[src/hdl/assert_macros.svh]
// Assertion macros shared by the cipher RTL.
// No dependencies; included by the top level.
`ifndef ASSERT_MACROS_SVH
`define ASSERT_MACROS_SVH

// Same-cycle implication, disabled while rst is high.
`define ASSERT_IMPLIES(label, clk, rst, ante, cons) \
   label: assert property (@(posedge clk) disable iff (rst) (ante) |-> (cons)) \
      else $error("implication check failed");

// Next-cycle implication, disabled while rst is high.
`define ASSERT_NEXT(label, clk, rst, ante, cons) \
   label: assert property (@(posedge clk) disable iff (rst) (ante) |=> (cons)) \
      else $error("next-cycle check failed");

`endif

[src/hdl/xtea_pkg.sv]
// Types, constants and the mix function of the XTEA cipher core.
// No dependencies; used by xtea_stage and xtea_block_cipher_core.
package xtea_pkg;

   localparam int unsigned DefaultRounds = 32;
   localparam int unsigned WordWidth     = 32;
   localparam int unsigned NumKeyWords   = 4;
   localparam int unsigned CsrIndexWidth = 8;
   localparam logic [63:0] Delta         = 64'h0000_0000_9e37_79b9;

   // register indexes of the key words
   localparam logic [CsrIndexWidth-1:0] KEY_WORD_0_IDX = 8'd0;
   localparam logic [CsrIndexWidth-1:0] KEY_WORD_1_IDX = 8'd1;
   localparam logic [CsrIndexWidth-1:0] KEY_WORD_2_IDX = 8'd2;
   localparam logic [CsrIndexWidth-1:0] KEY_WORD_3_IDX = 8'd3;

   typedef logic [WordWidth-1:0] word_type;
   typedef word_type [NumKeyWords-1:0] key_type;

   typedef struct packed {
      logic     decipher;
      word_type block_low;
      word_type block_high;
   } req_type;

   typedef struct packed {
      word_type result_low;
      word_type result_high;
   } rsp_type;

   function automatic word_type mix(input word_type v);
      return ((v << 4) ^ (v >> 5)) + v;
   endfunction

endpackage

[src/hdl/xtea_stage.sv]
// One XTEA half-cycle with its pipeline register; the sum and key choice
// are fixed per stage and direction. Depends on xtea_pkg.
module xtea_stage #(
   parameter int unsigned ROUNDS = xtea_pkg::DefaultRounds,
   parameter int unsigned STAGE  = 0
) (
   input  logic             clock,
   input  logic             reset,
   input  logic             advance,
   input  xtea_pkg::key_type key,
   input  logic             in_valid,
   input  xtea_pkg::req_type in_data,
   output logic             out_valid,
   output xtea_pkg::req_type out_data
);
   import xtea_pkg::*;

   localparam int unsigned Round = STAGE / 2;
   localparam int unsigned Half  = STAGE % 2;
   localparam logic [31:0] SumEnc = 32'(64'(Round + Half) * Delta);
   localparam logic [31:0] SumDec = 32'(64'(ROUNDS - Round - Half) * Delta);
   // encipher: first half updates the low word; decipher: second half does
   localparam logic UpdLowEnc = (Half == 0);
   localparam logic UpdLowDec = (Half == 1);
   localparam logic [1:0] KeyEncIdx = UpdLowEnc ? SumEnc[1:0] : SumEnc[12:11];
   localparam logic [1:0] KeyDecIdx = UpdLowDec ? SumDec[1:0] : SumDec[12:11];

   logic     valid_ff;
   req_type  data_ff;
   req_type  data_in;
   logic     update_low;
   word_type src;
   word_type dst;
   word_type sum;
   word_type key_word;
   word_type f;
   word_type dst_new;

   always_comb begin
      update_low = in_data.decipher ? UpdLowDec : UpdLowEnc;
      src        = update_low ? in_data.block_high : in_data.block_low;
      dst        = update_low ? in_data.block_low : in_data.block_high;
      sum        = in_data.decipher ? SumDec : SumEnc;
      key_word   = in_data.decipher ? key[KeyDecIdx] : key[KeyEncIdx];
      f          = mix(src) ^ (sum + key_word);
      dst_new    = in_data.decipher ? (dst - f) : (dst + f);
      data_in    = in_data;
      if (update_low) begin
         data_in.block_low = dst_new;
      end else begin
         data_in.block_high = dst_new;
      end
   end

   always_ff @(posedge clock) begin
      if (reset) begin
         valid_ff <= 1'b0;
      end else if (advance) begin
         valid_ff <= in_valid;
      end
   end

   always_ff @(posedge clock) begin
      if (advance) begin
         data_ff <= data_in;
      end
   end

   assign out_valid = valid_ff;
   assign out_data  = data_ff;

endmodule

[config.mk]
export PLATFORM = sky130hd
export DESIGN_NAME = xtea_stage
export DESIGN_NICKNAME = d
export VERILOG_FILES = /design/src/hdl/assert_macros.svh /design/src/hdl/xtea_pkg.sv /design/src/hdl/xtea_stage.sv
export SDC_FILE = /design/constraint.sdc
export NUM_CORES = 1
export LEC_CHECK = 0
export ABC_AREA = 1
export BUFFER_PORTS_ARGS = -buffer_cell sky130_fd_sc_hd__buf_2
export CELL_PAD_IN_SITES_DETAIL_PLACEMENT = 1
export CELL_PAD_IN_SITES_GLOBAL_PLACEMENT = 1
export CORE_MARGIN = 8
export CORE_UTILIZATION = 25
export CTS_BUF_LIST = sky130_fd_sc_hd__clkbuf_4
export DETAILED_ROUTE_END_ITERATION = 7
export PLACE_DENSITY_LB_ADDON = 0.1
export SYNTH_ARGS = -nofsm -noshare
export SYNTH_HDL_FRONTEND = slang
export SYNTH_SLANG_ARGS = --single-unit
[constraint.sdc]
create_clock -name clock -period 7.1 [get_ports clock]
set_input_delay 1.42 -clock clock [delete_from_list [all_inputs] [get_ports clock]]
set_output_delay 1.42 -clock clock [all_outputs]
set_load 0.01 [all_outputs]
==> impl_metrics.tcl, run 1 <==
set metrics [dict create \
    status "finished, final reports clean" \
    postCtsSetupRepairBufs 0 \
    p_per_area_mw_per_mm2 271 \
    die_h_microns 216 \
    start_util_pct 25.2 \
    max_slew_margin_pct 43.6 \
    syn_area_sq_mm 0.00995 \
    fin_skew_ns 0 \
    vias_per_cell 4.62 \
    crit_slowest_cell "a221oi_1" \
    worst_setup_path_end_kind "register" \
    final_antenna_net_count 0 \
    finalHoldViolations 0 \
    clockBufferDepth 2 \
    startpoint_type "input port" \
    worst_pin_slew_ns 0.847 \
    arrival_ns 6.66 \
    p_leak_nw 6.54 \
    synth_edf_count 65 \
    nFillCells 5214 \
    peakVddDrop_v 0.0000853 \
    crit_end "out_data[63]" \
    grt-ovfl-total 0 \
    dpl.hpwl_microns 35700 \
    numCtsBuffers 9 \
    path_depth 32 \
    synth_area_leader_cell "nand2_1" \
    fmax_mhz 155 \
    yosysSeqAreaShare_pct 19.8 \
    critPathKind "in -> reg" \
    track_usage_pct 16.8 \
    finalCriticalPeriod_ns 6.44 \
    die_w_microns 216 \
    final_nets 2160 \
    final-max-slew-violation-count 0 \
    grt_max_degree 67 \
    syn_nets 1894 \
    cts_root_buf "clkbuf_4" \
    synth-async-reset-ratio_pct 0 \
    die-area_sq_mm 0.0465 \
    synth_warnings 0 \
    startpoint "in_data[64]" \
    drc 0 \
    ctsHtreeMaxLevel 3 \
    dp_slack_ns -0.0250 \
    place.port_buffers 198 \
    drt_iter0_markers 416 \
    finalSetupViolCount 0 \
    holdPathStages 2 \
    ctsHoldBuffers 0 \
    rr_endpoint "out_valid" \
    synth_cell_types 49 \
    reg2reg_depth 2 \
    synth_top_area_share_pct 23.3 \
    clk_latency_ns 0.43 \
    cp_max_fo 31 \
    cts_tree "yes" \
    path_clk_slew_ns 0.13 \
    wire_per_inst_microns 16.4 \
    synthTopCellsByArea "nand2_1 23%, edfxtp_1 20%, ha_1 10%, inv_1 6.3%, xor2_1 5.8%" \
    rsz0062_at_grt "no" \
    cts_resized 0 \
    finalPower_mw 3.34 \
    fin_crit_sh_pct 90.8 \
    crit_path_frequent_cell "nand2_1" \
    synth_common_cells "618 x nand2_1, 167 x inv_1, 109 x o21ai_0" \
    crit_path_max_incr_delay_ns 0.32 \
    synth.most_common_cell "nand2_1" \
    syn_area_per_cell_sq_um 6.17 \
    grt_antenna_before_repair 1 \
    synth_ff_type "edfxtp_1" \
    maxCapViolations 0 \
    whs_ns 0.518 \
    dpl-instance-area_sq_mm 0.0122 \
    required_ns 7.32 \
    vias 11130 \
    regToRegSetupSlack_ns 6.50 \
    top_level_ports 263 \
    cts_sinks 66 \
    rows 73 \
    r2r-start "out_valid" \
    critical_path_buf_inv_count 6 \
    grt_pass1_vias 11815 \
    area_delta_synth_final_pct 23.9 \
    hp-class "reg -> reg" \
    routed_wl_microns 39600 \
    ys_ff_latch 66 \
    grt_pass1_wl_microns 62900 \
    design_area_sq_mm 0.0123 \
    core_region_area_sq_mm 0.0395 \
    crit_family "simple AND/OR/NAND/NOR gates" \
    synth_cells 1614 \
    drt_pass1_iterations 4 \
    layout_setup_ws_ns 0.656 \
    gp_congestion 0.863 \
    postLayoutCoreUtil_pct 31.2 \
    drive_gt1_share_pct 18.6 \
]
==> cell families (layout without fill, tap and decap cells) <==
family / after synthesis / after routing / share of synthesized area (%)
AO/OA/AOI/OAI: 234 / 234 / 12.7
XOR/XNOR: 112 / 112 / 10.0
adder cells (fa/ha/maj): 83 / 83 / 10.6
buffers and inverters: 209 / 480 / 8.27
flip-flops: 66 / 66 / 19.8
multiplexers: 2 / 2 / 0.201
other: 0 / 1 / 0
AND/OR/NAND/NOR: 908 / 908 / 38.5
==> tightest hold or removal path, cell delays in order, from the launching register on <==
cell and delay [ns]:
dfxtp_1 0.34, mux2i_1 0.07, nor2_1 0.08
==> through the flow <==
step	instances	setup TNS, ns
floorplan	1614	0
global placement	2394	0
detailed placement	2394	-0.0432
CTS	2410	0
global route	2411	0
finish	2411	0
==> cells in the final DEF, fill, tap and decap left out, types with 3 or more instances in the layout <==
cell,netlist,final
nand2_2,12,12
a31oi_1,12,12
o21ai_0,109,109
inv_2,7,6
a221oi_1,3,3
nor2_1,99,99
nand2_1,618,618
nand3_1,98,98
buf_12,0,5
clkbuf_4,0,9
nand4_1,27,27
a21boi_0,3,3
nor2_2,8,8
inv_6,0,3
edfxtp_1,65,65
nand3b_1,11,11
a21oi_1,84,83
nand3_2,5,5
xor2_1,66,66
or2_1,5,5
o21bai_1,5,5
inv_1,167,167
nand2_4,3,3
nor4_1,5,5
o21ai_1,6,6
buf_4,0,86
ha_1,81,81
xnor2_1,44,44
nor3_1,8,8
buf_2,4,197
o21a_1,3,3
clkinv_1,1,3
==> state kept, by name, indices dropped and copies added, names as in the netlist <==
name / cells
out_data: 65
out_valid: 1
==> worst min-delay path by stage <==
stage / startpoint / to / slack (ns)
final: out_valid / out_valid / 0.52
after global routing: out_valid / out_valid / 0.57
after CTS: out_valid / out_valid / 0.52
after detailed placement: out_valid / out_valid / 0.49
after global placement: out_valid / out_valid / 0.48
after floorplan: out_valid / out_valid / 0.53
==> power by group <==
group          internal [mW]  switching [mW]
combinational          0.925            1.54
sequential             0.599          0.0258
clock                  0.107           0.152
total                   1.63            1.71
==> routing by layer <==
layer  track usage, %  part of all wire [%]  vias to the layer above
li1                 -                     -                     5806
met1             22.8                    50                     5131
met2             28.3                    46                      156
met3             1.66                   2.5                       37
met4             3.99                   1.9                        0
met5                0                     0                        -
==> cell type report <==
type,count,area (sq um),share of cell area (%)
multi-input cells,1339,7160,58.1
flip-flops and latches,66,1970,16.0
repair buffers,289,1740,14.1
inverters,175,662,5.37
well taps,525,657,5.33
clock buffers,9,67.6,0.548
clock inverters,7,67.6,0.548
diodes,1,2.50,0.0203
Note: power is estimated with default switching activity, not from simulation.
==> run 2: changes to the inputs <==
CORE_ASPECT_RATIO = 0.75   (was not set)
==> impl_metrics.tcl, run 2 (same netlist as run 1, synthesis figures left out) <==
set metrics [dict create \
    clk_latency_ns 0.47 \
    arrival_ns 6.75 \
    finalHoldViolations 0 \
    peakVddDrop_v 0.000108 \
    wire_per_inst_microns 16.8 \
    cts_resized 0 \
    die-area_sq_mm 0.0465 \
    finalSetupViolCount 0 \
    routed_wl_microns 41400 \
    layout_common_cells "618 x nand2_1, 197 x buf_2, 167 x inv_1" \
    vias_per_cell 4.69 \
    ctsHtreeMaxLevel 3 \
    worst_pin_slew_ns 0.911 \
    postLayoutCoreUtil_pct 32.6 \
    fmax_mhz 154 \
    core_region_area_sq_mm 0.0394 \
    cts_tree "yes" \
    die_w_microns 246 \
    r2r-start "out_valid" \
    dpl.hpwl_microns 36400 \
    maxCapViolations 0 \
    drc 0 \
    drive_gt1_share_pct 21.0 \
    grt_antenna_before_repair 2 \
    start_util_pct 25.3 \
    numCtsBuffers 9 \
    worst_setup_path_end_kind "register" \
    cts_root_buf "clkbuf_4" \
    grt_pass1_vias 11757 \
    cts_sinks 66 \
    rows 63 \
    drt_pass1_iterations 5 \
    area_delta_synth_final_pct 29.1 \
    crit_path_frequent_cell "nand2_1" \
    place.port_buffers 198 \
    rsz0062_at_grt "no" \
    final_nets 2219 \
    hp-class "reg -> reg" \
    final_antenna_net_count 0 \
    top_level_ports 263 \
    track_usage_pct 17.5 \
    path_clk_slew_ns 0.14 \
    fin_crit_sh_pct 91.7 \
    ctsHoldBuffers 0 \
    fin_skew_ns 0 \
    crit_slowest_cell "ha_1" \
    startpoint_type "input port" \
    vias 11551 \
    gp_congestion 0.855 \
    clockBufferDepth 2 \
    finalCriticalPeriod_ns 6.51 \
    p_per_area_mw_per_mm2 269 \
    crit_path_max_incr_delay_ns 0.32 \
    min-delay-start "out_valid" \
    startpoint "in_data[64]" \
    final-max-slew-violation-count 0 \
    largest_reg_flops 65 \
    drt_iter0_markers 594 \
    postCtsSetupRepairBufs 0 \
    nFillCells 5188 \
    status "finished, final reports clean" \
    final_common_cell "nand2_1" \
    required_ns 7.34 \
    max_slew_margin_pct 39.3 \
    critPathKind "in -> reg" \
    cp_max_fo 48 \
    grt_max_degree 73 \
    finalSetupTns_ns 0 \
    p_leak_nw 6.85 \
    grt-ovfl-total 0 \
    die_h_microns 189 \
    grt_pass1_wl_microns 64900 \
]
-- run 2: cell count changes in the layout (fill, tap and decap cells not counted) --
cell,delta
a221oi_2,+1
clkinv_4,+1
a21oi_1,+1
a221oi_1,-1
a21oi_2,-1
buf_4,+51
clkinvlp_4,+1
and2_0,+1
inv_6,-1
buf_12,+8
and2_1,-1
bufinv_16,-1
-- run 2: where the power goes --
part	internal [mW]	leakage [nW]	switching [mW]	total [mW]
sequential	0.600	0.642	0.0342	0.634
combinational	1.03	6.15	1.56	2.59
clock	0.0703	0.0574	0.167	0.238
-- run 2: metrics by stage --
stage	setup slack (ns)	power [mW]	hold slack (ns)	cells	area (sq um)
2_1_floorplan	0.514	2.23	0.528	1614	9950
3_3_place_gp	0.0945	3.20	0.466	2448	12700
3_5_place_dp	0.00199	3.25	0.496	2448	12700
4_1_cts	0.497	3.51	0.529	2464	12800
5_1_grt	0.0742	3.82	0.573	2465	12900
6_report	0.593	3.46	0.524	2465	12900
-- run 2: final cells by class --
cell class                 count  area (sq um)  area share [%]
clock buffer                   9          67.6           0.526
inverter                     175           662            5.15
antenna                        1          2.50          0.0195
tap                          520           651            5.06
sequential                    66          1970            15.3
clock inverter                 7          45.0           0.351
timing repair buffer         348          2290            17.8
multi-input combinational   1339          7170            55.8
-- run 2: routing by layer --
metal	GRT usage, %	vias to the layer above	share of wire, %
met5	0	-	0.031
met2	28.3	190	45
li1	-	5932	-
met4	3.35	2	1.6
met3	2.73	34	4.0
met1	24.3	5393	50
-- run 2: path summary, 6_finish.rpt --
| check | slack (ns) | to | cells after the start |
|---|---|---|---|
| max | 0.59 | out_data[63] | 34 |
| min | 0.52 | out_valid | 2 |
| max reg2reg | 6.50 | out_valid | 2 |
| min reg2reg | 0.52 | out_valid | 2 |
-- run 2: worst max-delay path, delay by kind of cell --
family                   cells  cell delay, ns
adder cells (fa/ha/maj)      2            0.62
AO/OA/AOI/OAI                6            1.09
buffers and inverters        6            0.82
AND/OR/NAND/NOR             18            2.30
XOR/XNOR                     2            0.47
